## config.mk

```make
export PLATFORM = sky130hd
export DESIGN_NAME = wps_div_cell
export DESIGN_NICKNAME = d
export VERILOG_FILES = /design/src/design/wps_pkg.sv /design/src/design/wps_div_cell.sv
export SDC_FILE = /design/constraint.sdc
export NUM_CORES = 1
export LEC_CHECK = 0
export ABC_AREA = 1
export BUFFER_PORTS_ARGS = -buffer_cell sky130_fd_sc_hd__buf_2
export CAP_MARGIN = 20
export CELL_PAD_IN_SITES_DETAIL_PLACEMENT = 2
export CELL_PAD_IN_SITES_GLOBAL_PLACEMENT = 2
export CORE_AREA = 2 2 295 297
export DETAILED_ROUTE_END_ITERATION = 7
export DIE_AREA = 0 0 297 299
export PLACE_DENSITY = 0.81
export SLEW_MARGIN = 30
export SYNTH_ARGS = -nofsm -noshare
export SYNTH_HDL_FRONTEND = slang
export SYNTH_SLANG_ARGS = --single-unit
```

## constraint.sdc

```tcl
create_clock -name clock -period 32.6 [get_ports clock]
set_input_delay 3.26 -clock clock [delete_from_list [all_inputs] [get_ports clock]]
set_output_delay 3.26 -clock clock [all_outputs]
set_load 0.02 [all_outputs]
```

## src/design/wps_pkg.sv

```systemverilog
package wps_pkg;

   localparam int SqrtCells = 33;
   localparam int DivCells  = 24;

   typedef enum logic [1:0] {
      CSR_SPEED     = 2'd0,
      CSR_TOLERANCE = 2'd1
   } csr_index_type;

   typedef struct packed {
      logic signed [31:0] cur_x;
      logic signed [31:0] cur_y;
      logic signed [31:0] cur_z;
      logic signed [31:0] tgt_x;
      logic signed [31:0] tgt_y;
      logic signed [31:0] tgt_z;
   } req_type;

   typedef struct packed {
      logic signed [31:0] next_x;
      logic signed [31:0] next_y;
      logic signed [31:0] next_z;
      logic [32:0]        distance;
      logic               reached;
   } rsp_type;

   typedef struct packed {
      logic              valid;
      logic [2:0][31:0]  cur;
      logic [2:0]        neg;
      logic [2:0][32:0]  mag;
      logic [65:0]       rad;
      logic [37:0]       rem;
      logic [32:0]       root;
   } sqrt_data_type;

   typedef struct packed {
      logic              valid;
      logic [2:0][31:0]  cur;
      logic [2:0]        neg;
      logic [32:0]       dvsr;
      logic [2:0][23:0]  low;
      logic [2:0][32:0]  rem;
      logic [2:0][23:0]  quo;
   } div_data_type;

endpackage

```

## src/design/wps_div_cell.sv

```systemverilog
module wps_div_cell
   import wps_pkg::*;
(
   input  logic         clock,
   input  logic         reset,
   input  logic         en,
   input  div_data_type din,
   output div_data_type dout
);

   div_data_type data_ff, data_in;
   logic [2:0][33:0] rem_sh;

   always_comb begin
      data_in = din;
      for (int l = 0; l < 3; l++) begin
         rem_sh[l] = {din.rem[l], din.low[l][23]};
         data_in.low[l] = {din.low[l][22:0], 1'b0};
         if (rem_sh[l] >= {1'b0, din.dvsr}) begin
            data_in.rem[l] = 33'(rem_sh[l] - {1'b0, din.dvsr});
            data_in.quo[l] = {din.quo[l][22:0], 1'b1};
         end else begin
            data_in.rem[l] = rem_sh[l][32:0];
            data_in.quo[l] = {din.quo[l][22:0], 1'b0};
         end
      end
   end

   always_ff @(posedge clock) begin
      if (reset) begin
         data_ff.valid <= 1'b0;
      end else if (en) begin
         data_ff <= data_in;
      end
   end

   assign dout = data_ff;

endmodule

```

==> impl_metrics.ini <==
[clocking]
cts_tree = done
path_clk_slew_ps = 60
cts_buffers = 48
cts_setup_buffers = 0
clock_sinks = 373
htreeDepth = 2
cts-root-buf = clkbuf_16
clock_path_buffers = 3
insertion_delay_ps = 620
cts_resized = 0
cts_hold_buf = 0

[global_routing]
grt-busiest-layer = met2
grt_use_total_pct = 26.91
grt_max_degree = 171
use_met3_pct = 8.884
grt_pass1_vias = 20600
grt_util_met1_pct = 30.27
grt_use_met2_pct = 47.03
grt_overflow_total = 0
grt_antenna_before_repair = 87
grt_pass1_wl_um = 165700

[placement]
port-buffer-count = 748
gp_congestion = 0.9163
pre_cts_ws_ps = 26180
place_inst = 4237
dpl_cell_area_sq_um = 25870
hpwl_um = 103700

[setup_path]
cp-end-kind = flop
critPathCapture = dout[170]
crit_arrival_ps = 6090
required_ps = 32910
r2r_end = dout[375]
crit_path_start_kind = input pin
cp_max_fo = 35
worstRegToRegCells = 2
regToRegSetupSlack_ps = 32010
critical_path_class = input pin to flop
timing.rr.start = dout[375]
startpoint = din[264]

[synth]
synthDistinctLibCells = 33
synth.top_cells.by_count = 873 x nand2_1, 403 x inv_1, 372 x edfxtp_1, 177 x nand3_1, 116 x nor2_1
synth_edf_count = 372
yosysMostFrequentCell = nand2_1
seq_area_frac_synth_pct = 53.73
yosysWarnings = 0
postSynthAreaPerCell_sq_um = 8.840
syn_inst = 2356
synth-main-ff-cell = edfxtp_1
yosysTopAreaCell = edfxtp_1
ys_seq_elements = 373
synth_top_area_share_pct = 53.64
async_reset_ff_share_pct = 0
synth_area_sq_um = 20830
synthTopCellsByArea = edfxtp_1 54%, nand2_1 16%, inv_1 7.3%

[layout]
final_cell_area_sq_um = 27480
stdcell_count = 4350
layout-drive-gt1-share_pct = 28.69
multiInputGateArea_sq_um = 7876
area_delta_synth_final_pct = 31.95
nFillCells = 10064
layout.nets = 3615
seq_area_sq_um = 11190
largest_reg_flops = 373

[pwr]
ir_worst_vdd_mv = 0.03627
finalPower_mw = 1.460
leakagePower_nw = 13.59
powerDensity_nw_per_um2 = 53.12

[run]
cap_violations = 0

[sta]
skew_ps = 0
period_share_pct = 17.72
setup_viol = 0
tightest_slew_ps = 886.4
fin_ws_ps = 26820
max_freq_mhz = 173.1
slew_viol_final = 0
hold_violations = 0
maxSlewHeadroom_pct = 40.91
setup_tns_ps = 0
rsz0062_at_grt = no
fin_crit_ps = 5776

[die]
die_w_um = 297
start_util_pct = 24.23
die_height_um = 299
die_area_sq_um = 88800
core-area_sq_um = 85940
rows = 108
ios = 755

[detailed_routing]
vias_per_cell = 4.565
drcViolationCount = 0
dr.pass1.iters = 5
antenna_left = 0
finalWirelength_um = 122800
vias = 19859
wire_per_inst_um = 28.22
drtIter0Drc = 1169

[hold_path]
hp-class = flop to flop
min-delay-start = dout[375]

[run_status]
status = complete, no violations
metrics by stage:
| step | utilization, % | hold slack (ps) |
|---|---|---|
| floorplan | - | 529.5 |
| global placement | 30.10 | 453.7 |
| detailed placement | 30.10 | 481.7 |
| CTS | 31.83 | 492.7 |
| global route | 31.90 | 501.8 |
| finish | 31.97 | 483.3 |
worst max-delay path, cell delays in order:
cell     delay, ps
buf_2          110
inv_1          450
ha_1           420
nand2_1        120
nand2_1        110
inv_1           70
nand2_1         70
nand2_1         80
a21oi_1        120
nor2_4         120
buf_4          430
nand2_8        330
nand3_1        160
nand2_1        180
placed cells by master, fill, tap and decap left out, types with 6 or more instances in the layout:
cell type / instances
a21o_1: 6
nand3b_1: 32
inv_1: 403
nor2_1: 115
nor2_2: 12
nor3_2: 8
nand4_1: 6
nor3_1: 22
or2_2: 7
nand3_1: 177
nand3_2: 27
edfxtp_1: 372
clkinvlp_4: 6
inv_2: 8
and2_1: 18
a21oi_1: 63
diode_2: 30
clkbuf_16: 48
nand2_1: 873
clkinv_1: 7
nand2_2: 13
ha_1: 99
xor2_1: 39
clkinv_2: 6
clkbuf_1: 8
buf_2: 748
cell families after synthesis:
logic type      share of synthesized area, %
simple gates                           27.85
compound gates                         1.874
other cells                          0.01801
fa+ha+maj                              6.236
xor+xnor                               1.766
flops                                  53.73
buf+inv                                8.519
power breakdown:
| part | switching (mW) | total [mW] | leakage [nW] | internal (mW) |
|---|---|---|---|---|
| registers | 0.0137 | 0.589 | 3.49 | 0.575 |
| clock network | 0.232 | 0.526 | 0.707 | 0.294 |
| logic | 0.245 | 0.345 | 9.39 | 0.100 |
routing by layer:
layer | share of wire, % | vias up
met5 | 0.28 | -
met4 | 4.4 | 56
met3 | 8.6 | 212
met2 | 49 | 674
met1 | 38 | 9779
li1 | - | 9138
area by class of cell:
class                   count  share of cell area [%]
flip-flops and latches    373                   40.72
diodes                     30                  0.2732
well taps                1155                   5.259
clock inverters            25                  0.9379
multi-input cells        1544                   28.66
repair buffers            756                   14.05
inverters                 411                   5.614
clock buffers              56                   4.480
worst min path at each step:
| stage | end | slack (ps) | cells after the start |
|---|---|---|---|
| after floorplan | dout[375] | 530 | 2 |
| after global placement | dout[375] | 450 | 2 |
| after CTS | dout[375] | 490 | 2 |
| after global routing | dout[375] | 500 | 2 |
| after detailed placement | dout[375] | 480 | 2 |
| final | dout[375] | 480 | 2 |
No activity file was read; power rests on OpenSTA's default activity.
