**config.mk**
```make
export PLATFORM = sky130hd
export DESIGN_NAME = wps_sqrt_cell
export DESIGN_NICKNAME = d
export VERILOG_FILES = /design/src/design/wps_pkg.sv /design/src/design/wps_sqrt_cell.sv
export SDC_FILE = /design/constraint.sdc
export NUM_CORES = 1
export LEC_CHECK = 0
export ABC_AREA = 1
export BUFFER_PORTS_ARGS = -buffer_cell sky130_fd_sc_hd__buf_2
export CAP_MARGIN = 0
export CELL_PAD_IN_SITES_DETAIL_PLACEMENT = 1
export CELL_PAD_IN_SITES_GLOBAL_PLACEMENT = 2
export CORE_AREA = 2 2 261 263
export DETAILED_ROUTE_END_ITERATION = 7
export DIE_AREA = 0 0 263 265
export PLACE_DENSITY_LB_ADDON = 0.1
export SLEW_MARGIN = 0
export SYNTH_ARGS = -nofsm -noshare
export SYNTH_HDL_FRONTEND = slang
export SYNTH_SLANG_ARGS = --single-unit
```
**constraint.sdc**
```tcl
create_clock -name clock -period 19.2 [get_ports clock]
set_input_delay 0 -clock clock [delete_from_list [all_inputs] [get_ports clock]]
set_output_delay 0 -clock clock [all_outputs]
set_load 0.005 [all_outputs]
```
**src/design/wps_pkg.sv**
```systemverilog
package wps_pkg;

   localparam int SqrtCells = 33;
   localparam int DivCells  = 24;

   typedef enum logic [1:0] {
      CSR_SPEED     = 2'd0,
      CSR_TOLERANCE = 2'd1
   } csr_index_type;

   typedef struct packed {
      logic signed [31:0] cur_x;
      logic signed [31:0] cur_y;
      logic signed [31:0] cur_z;
      logic signed [31:0] tgt_x;
      logic signed [31:0] tgt_y;
      logic signed [31:0] tgt_z;
   } req_type;

   typedef struct packed {
      logic signed [31:0] next_x;
      logic signed [31:0] next_y;
      logic signed [31:0] next_z;
      logic [32:0]        distance;
      logic               reached;
   } rsp_type;

   typedef struct packed {
      logic              valid;
      logic [2:0][31:0]  cur;
      logic [2:0]        neg;
      logic [2:0][32:0]  mag;
      logic [65:0]       rad;
      logic [37:0]       rem;
      logic [32:0]       root;
   } sqrt_data_type;

   typedef struct packed {
      logic              valid;
      logic [2:0][31:0]  cur;
      logic [2:0]        neg;
      logic [32:0]       dvsr;
      logic [2:0][23:0]  low;
      logic [2:0][32:0]  rem;
      logic [2:0][23:0]  quo;
   } div_data_type;

endpackage

```
**src/design/wps_sqrt_cell.sv**
```systemverilog
module wps_sqrt_cell
   import wps_pkg::*;
(
   input  logic          clock,
   input  logic          reset,
   input  logic          en,
   input  sqrt_data_type din,
   output sqrt_data_type dout
);

   sqrt_data_type data_ff, data_in;
   logic [37:0] rem_sh, trial;

   always_comb begin
      rem_sh  = {din.rem[35:0], din.rad[65:64]};
      trial   = {3'b000, din.root, 2'b01};
      data_in = din;
      data_in.rad = {din.rad[63:0], 2'b00};
      if (rem_sh >= trial) begin
         data_in.rem  = rem_sh - trial;
         data_in.root = {din.root[31:0], 1'b1};
      end else begin
         data_in.rem  = rem_sh;
         data_in.root = {din.root[31:0], 1'b0};
      end
   end

   always_ff @(posedge clock) begin
      if (reset) begin
         data_ff.valid <= 1'b0;
      end else if (en) begin
         data_ff <= data_in;
      end
   end

   assign dout = data_ff;

endmodule

```
==> flow_results.org, run 1 <==
** Die
- The core region is 66800 µm².
- 675 I/O pins were placed.
- Number of placement rows :: 95
- The die is 263 µm wide.
- DIE AREA :: 69700 µm²
- The initial utilization of the core area, before any placement, comes to 0.206.
- The die is 265 µm tall.

** GRT
- Maximum number of pins on one net before global-route repair :: 77
- Sum of overflow across all layers after global routing :: 0
- For this run, the total global-route usage over all layers was measured as 0.203.
- Number of global-route vias before repair :: 13100
- Initial antenna violation count :: 24
- Global-route wire length before repair :: 101000 µm

** Place
- IO buf count :: 670
- The number of placed instances, taps included, is 2635.
- Routability Congestion :: 0.911
- Prior to clock tree synthesis, the placed netlist has a worst setup slack of 15.95 ns.
- Summed over all nets, the half-perimeter wirelength after detailed placement is 57700 µm.

** Pwr
- Pwr per Cell Area :: 85.9 nW/µm²
- Static leakage :: 10.2 nW
- Maximum vdd ir drop :: 0.0000505 V

** STA
- Highest achievable clock rate :: 322 MHz
- Headroom to the max-slew limit came out at 0.291.
- Final clock period utilization by the worst path :: 0.162
- The hold violation total from the final report is 0.
- Setup repair after global routing left no endpoint under its margin.
- Slew at the pin with the worst max-slew slack :: 1.06 ns
- Setup violations remaining at the end of the flow were counted as 0.
- The worst path needs 3.11 ns of the cycle, external delays included.
- For the final routed database, the setup TNS stands at 0 ns.
- Minimum setup slack in the final design :: 16.09 ns
- Clock skew :: 0 ns
- Final max-slew violation count :: 0

** Route
- After detailed routing, the average wire length per cell comes to 23.5 µm.
- Count of vias placed by the detailed router :: 12300
- Starting DRC count in detailed routing :: 720
- Total wire length :: 71900 µm
- Post-DRT Antenna Nets :: 0
- Average vias per placed instance :: 4.01
- DRC :: 0
- For this run, the detailed router's first-pass iteration total came to 5.

** Synth
- Synthesis warning total :: 0
- Register area share after synthesis :: 0.728
- The synthesized design contains 333 enable-type register cells.
- Fraction of registers with async set/reset :: 0
- The synthesized netlist occupies a cell area of 13800 µm².
- Post-synthesis sequential element count :: 334
- Synth Flop Type :: edfxtp_1
- The average instance in the mapped netlist occupies 12.6 µm².
- Number of distinct standard cells referenced by the synthesized netlist :: 34
- Number of instances in the synthesized netlist :: 1095

** Run status
- The flow ran to the end, and the final reports show no timing, DRC or antenna violations.

** Clocking
- After clock tree synthesis, the clock-pin slew on the worst setup and hold paths is 0.06 ns.
- Worst skew pair latency :: 0.56 ns
- Number of H-tree levels :: 2
- Sinks on Clock Net :: 334
- Number of post-CTS setup repair buffers :: 0
- Buffer type at the clock tree root :: clkbuf_16
- Once the clock tree was built, the resizer swapped 0 gates to a different size.
- TritonCTS built the clock tree.
- TritonCTS created 41 clock buffers.
- No sink is reached through more buffers than the 3 on the longest clock path.

** Worst setup path
- Critical register-to-register path endpoint :: dout[335]
- STA classifies the critical path endpoint as a flop.
- The kind of cell with the highest combined delay along the critical path is simple AND/OR/NAND/NOR gates.
- Data required time of the critical path :: 19.51 ns
- Most prevalent standard cell on the critical path :: nand2_1
- Cell count of the worst reg-to-reg path :: 3
- Startpoint of the worst-slack reg-to-reg timing path :: dout[335]
- The worst setup path is launched from an input port.
- The most critical setup path has its startpoint at din[15].
- Max stage delay cell, worst path :: nand2_4
- For flop-to-flop paths, the worst setup slack is 18.09 ns.
- The critical path runs through a total of 15 cells.
- For this run, the slowest stage of the critical path takes 0.56 ns.
- The critical path contains buffers and inverters numbering 4 combined.
- Walking the worst path, the cells encountered are dlygate4sd3_1 -> buf_2 -> inv_1 -> ha_1 -> nand2_2 -> nor2_1 -> nand2_1 -> nor2_1 -> nand2_1 -> nand3_2 -> nand3_2 -> nand2_4 -> inv_4 -> nand2_1 -> nand2_1.
- Arrival time reported for the critical path endpoint :: 3.41 ns
- The setup path with the least slack is of type input port to flop.
- In this run the worst setup path terminates at dout[52].
- In this run the worst path has a maximum fanout of 38.

** Layout
- The area growth from synthesis to layout is 65.7%.
- For this run, the post-layout net count is 2514.
- The finished layout holds 3056 standard cells, fillers aside.
- Share of layout cells above drive strength 1 :: 0.366
- Once layout is complete, the utilization of the core stands at 0.341.
- The register with the most flip-flops in the layout has 334 of them.

** Flow run
- Number of maximum-capacitance violations :: 0

** Min path
- In this run the most critical hold path is launched from din[200].
- The tightest min-delay check is of the input port to flop type.
## layout make-up
type                    instances  area [µm²]
inverters                     164         618
clock inverters                17         176
flip-flops and latches        334       10000
multi-input cells             589        3020
diodes                         13        32.5
fillers                      7571       44000
well taps                     873        1090
clock buffers                  56        1100
repair buffers               1010        6740
## report_power, final
group / leakage (nW) / internal [mW] / switching [mW]
registers: 3.13 / 0.865 / 0.0157
logic: 6.47 / 0.140 / 0.176
clock network: 0.628 / 0.444 / 0.318
total: 10.2 / 1.45 / 0.509
## worst register-to-register path, delay by kind of cell (launching register included)
kind / cells / cell delay, ns
simple gates: 1 / 0.06
buf+inv: 1 / 0.56
compound gates: 1 / 0.11
flops: 1 / 0.33
## Yosys cell counts (2+ instances only)
master	instances	area (µm²)
edfxtp_1	333	10000
nand2_1	322	1210
inv_1	160	601
nor2_1	62	233
ha_1	35	438
nand2_2	32	200
nand3_1	28	140
a21oi_1	25	125
xor2_1	15	131
nand3_2	13	130
nand3b_1	11	82.6
nor2_2	9	56.3
nor3_1	9	45.0
nand4_1	7	43.8
o21bai_1	5	37.5
buf_12	4	80.1
buf_4	3	22.5
inv_2	3	11.3
o21ai_0	3	15.0
xnor2_1	2	17.5
## what timing repair did
item                       4_1_cts  5_1_grt
setup endpoints to repair        0        0
hold buffers                   335        0
hold endpoints to repair       349        0
## kinds of logic after synthesis
logic type      share of synthesized area
xor+xnor                           0.0108
buf+inv                            0.0535
compound gates                     0.0145
simple gates                        0.161
fa+ha+maj                          0.0318
flops                               0.728
other cells                      0.000272
## routing by layer
layer  GRT usage  share of wire  vias up
met5           0         0.0011        -
met4      0.0459          0.021       12
met3      0.0453          0.058       84
met2       0.340           0.48      394
met1       0.266           0.44     6012
li1            -              -     5756
## worst min path at each step
| stage | endpoint | slack (ns) | cells past startpoint |
|---|---|---|---|
| finish | dout[200] | 0.15 | 2 |
| global route | dout[186] | 0.13 | 2 |
| CTS | dout[220] | 0.10 | 2 |
| detailed placement | dout[165] | 0.18 | 1 |
| global placement | dout[101] | 0.18 | 1 |
| floorplan | dout[335] | 0.07 | 1 |
## through the flow
| stage | hold WS [ns] | total power [mW] | instance area [µm²] |
|---|---|---|---|
| 5_1_grt | 0.127 | 2.05 | 22800 |
| 3_3_place_gp | 0.177 | 1.15 | 18100 |
| 6_report | 0.147 | 1.96 | 22800 |
| 4_1_cts | 0.101 | 1.99 | 22800 |
| 3_5_place_dp | 0.178 | 1.15 | 18100 |
| 2_1_floorplan | 0.0691 | 1.02 | 13800 |
## layout by cell type (no fill, tap or decap), types with 5 or more instances in the layout
| cell type | count |
|---|---|
| buf_2 | 670 |
| dlygate4sd3_1 | 335 |
| edfxtp_1 | 333 |
| nand2_1 | 322 |
| inv_1 | 160 |
| nor2_1 | 61 |
| clkbuf_16 | 41 |
| ha_1 | 35 |
| nand2_2 | 32 |
| nand3_1 | 28 |
| a21oi_1 | 25 |
| xor2_1 | 15 |
| diode_2 | 13 |
| nand3_2 | 13 |
| clkbuf_1 | 13 |
| nand3b_1 | 11 |
| nor2_2 | 9 |
| nor3_1 | 9 |
| nand4_1 | 7 |
| clkinv_2 | 6 |
| o21bai_1 | 5 |
| clkinv_1 | 5 |
| buf_4 | 5 |
No activity file was read; power rests on OpenSTA's default activity.
==> run 2: changes to the inputs <==
clock period = 2.9 ns   (was 19.2 ns; I/O delays follow)
==> run 2 against run 1 <==
Effect of this change: count of clock-buffer cells in the layout is 7 lower; sequential share of layout area is 0.23 points lower; clock skew unchanged; largest cell class unchanged; global-route usage is 0.064 points higher; via count rose by 0.16%; utilization increased by 0.18 points.
==> flow_results.org, run 2 (synthesized netlist as in run 1, its figures left out) <==
** Flow run
- Number of maximum-capacitance violations :: 0

** STA
- Across all hold checks on the routed design, the worst slack comes to 0.0402 ns.
- Minimum setup slack in the final design :: 0.457 ns
- Timing would allow up to 409 MHz.
- Clock skew on the completed layout was measured at 0 ns.
- The worst pin sits at a relative slew slack of 0.576.
- Number of failing hold endpoints at the final stage :: 0
- Shortest clock period the worst path allows after layout :: 2.44 ns
- Setup violations remaining at the end of the flow were counted as 0.
- Unrepaired setup endpoints after global routing :: false
- For the pin with the worst max-slew slack, the measured transition is 0.635 ns.
- Final clock period utilization by the worst path :: 0.842
- The max-slew violation count was 0.

** Layout
- Excluding fillers, the count of instances in the completed layout stands at 3066.
- With fillers left out, the area of the finished cells amounts to 22900 µm².
- The library cell used most frequently in the layout, excluding fill and tap cells, is buf_2.
- Top library cells by usage in the layout, fill and taps aside :: buf_2, dlygate4sd3_1, edfxtp_1, nand2_1, inv_1
- At the end of the flow the core is filled with cells to 0.343.
- Filler cells :: 7540
- The net count of the finished layout is 2526.
- In the final layout, the share of cells above drive strength 1 is 0.370.
- From synthesis to final layout, the design area changed by 66.6%.
- The register with the most flip-flops in the layout has 334 of them.

** Clocking
- Maximum clock insertion buffer count :: 3
- The clock net in this run drives a total of 334 sinks.
- Post_cts resized :: 0
- Worst skew pair latency :: 0.56 ns
- The cell sitting at the root of the clock tree is a clkbuf_16.
- TritonCTS built the clock tree.
- TritonCTS created 41 clock buffers.
- Clock slew at reported path FFs :: 0.05 ns
- In this run the number of H-tree levels came out at 2.

** Worst setup path
- The startpoint identified for the worst register-to-register timing path is dout[335].
- Setup slack, reg-to-reg :: 1.78 ns
- The most critical setup path has its startpoint at din[14].
- Arrival time reported for the critical path endpoint :: 2.87 ns
- The worst setup path is launched from an input port.
- Critical register-to-register path endpoint :: dout[335]
- Data on the critical path is required at its endpoint by 3.33 ns.
- In this run the worst path has a maximum fanout of 15.
- Cell count of the worst reg-to-reg path :: 3
- The setup path with the least slack is of type input port to flop.
- In this run the worst setup path terminates at dout[44].
- The worst setup path is captured at a flop.

** GRT
- Initial antenna violation count :: 29
- Maximum number of pins on one net before global-route repair :: 91
- The first global-routing pass estimated 101000 µm of wire.
- The number of global-route vias before repair is 13500.
- After global routing the overflow that remains totals 0.
- Overall Global Routing Usage :: 0.203

** Pwr
- Summed over all cells, the static leakage comes to 10.3 nW.
- Dividing total power by cell area gives a power density of 561 nW/µm².
- IR analysis of the VDD net gives a maximum drop of 0.000380 V.

** Route
- Starting DRC count in detailed routing :: 785
- In the final routed layout, each cell accounts on average for 23.4 µm.
- Average vias per placed instance :: 4.00
- After detailed routing, the number of remaining DRC violations is 0.
- Number of detailed-routing iterations run before antenna repair :: 4
- Total wire length :: 71600 µm
- Post-DRT Antenna Nets :: 0
- Count of vias placed by the detailed router :: 12300

** Die
- Number of placement rows :: 95
- Die Width :: 263 µm
- The initial utilization of the core area, before any placement, comes to 0.206.
- In this run the standard cell core region covers 66800 µm².
- Die Height :: 265 µm
- I/O pin count :: 675
- The floorplan step defined a die boundary enclosing 69700 µm².

** Place
- Detailed placement ended at an HPWL of 58200 µm.
- Routability-driven placement finished with a final weighted congestion of 0.898.
- Prior to clock tree synthesis, the placed netlist has a worst setup slack of 0.404 ns.
- Port buffering added 670 buffers.
- After detailed placement, the total cell area comes to 18300 µm².
- Including well taps, the total number of placed cells is 2648.

** Run status
- Status :: complete, no violations

** Min path
- Type of the tightest min-delay check :: input port to flop
[run 2: cell types whose count changed in the layout (fill, tap and decap cells not counted), sizes merged]
cell,change
dlygate4sd3,-1
inv,-2
diode,+2
bufinv,-1
buf,+13
clkinvlp,+2
clkinv,+4
clkbuf,-7
[run 2: power breakdown]
group / internal [mW] / switching, mW
combinational: 0.949 / 1.16
sequential: 5.72 / 0.121
clock: 2.82 / 2.08
[run 2: area by class of cell]
| type | count | area (µm²) | area share |
|---|---|---|---|
| inverter | 164 | 631 | 0.0275 |
| sequential | 334 | 10000 | 0.437 |
| clock buffer | 49 | 1080 | 0.0470 |
| multi-input combinational | 589 | 3020 | 0.132 |
| antenna | 15 | 37.5 | 0.00164 |
| timing repair buffer | 1022 | 6880 | 0.300 |
| clock inverter | 20 | 169 | 0.00737 |
| tap | 873 | 1090 | 0.0476 |
[run 2: critical path: stages]
cell and delay, ns:
dlygate4sd3_1 0.56, buf_2 0.19, inv_1 0.06, ha_1 0.38, nand2_2 0.10, nor2_1 0.17
nand2_1 0.12, nor2_1 0.11, nand2_1 0.07, nand3_2 0.12, nand3_2 0.09, nand2_4 0.09
buf_4 0.27, buf_4 0.34, nand2_2 0.08, nand2_1 0.08
[run 2: worst min-delay path by stage]
stage,start,to,slack (ns),cells past startpoint
2_1_floorplan,reset,dout[335],0.07,1
3_3_place_gp,din[236],dout[236],0.18,1
3_5_place_dp,din[145],dout[145],0.18,1
4_1_cts,din[67],dout[69],0.02,4
5_1_grt,din[67],dout[69],0.03,4
6_report,din[67],dout[69],0.04,4
[run 2: routing by layer]
metal	part of all wire	track usage
met5	0.0023	0
met4	0.024	0.0558
met3	0.070	0.0563
met2	0.47	0.329
met1	0.44	0.266
[run 2: what timing repair did]
item	in CTS	in global routing
hold buffers	334	0
endpoints found under the hold margin	336	0
setup buffers	0	0
[run 2: per-stage QoR]
| step | power (mW) | setup TNS, ns |
|---|---|---|
| finish | 12.9 | 0 |
| global route | 13.5 | 0 |
| CTS | 13.1 | 0 |
| detailed placement | 7.68 | 0 |
| global placement | 7.67 | 0 |
| floorplan | 6.65 | -815.66 |
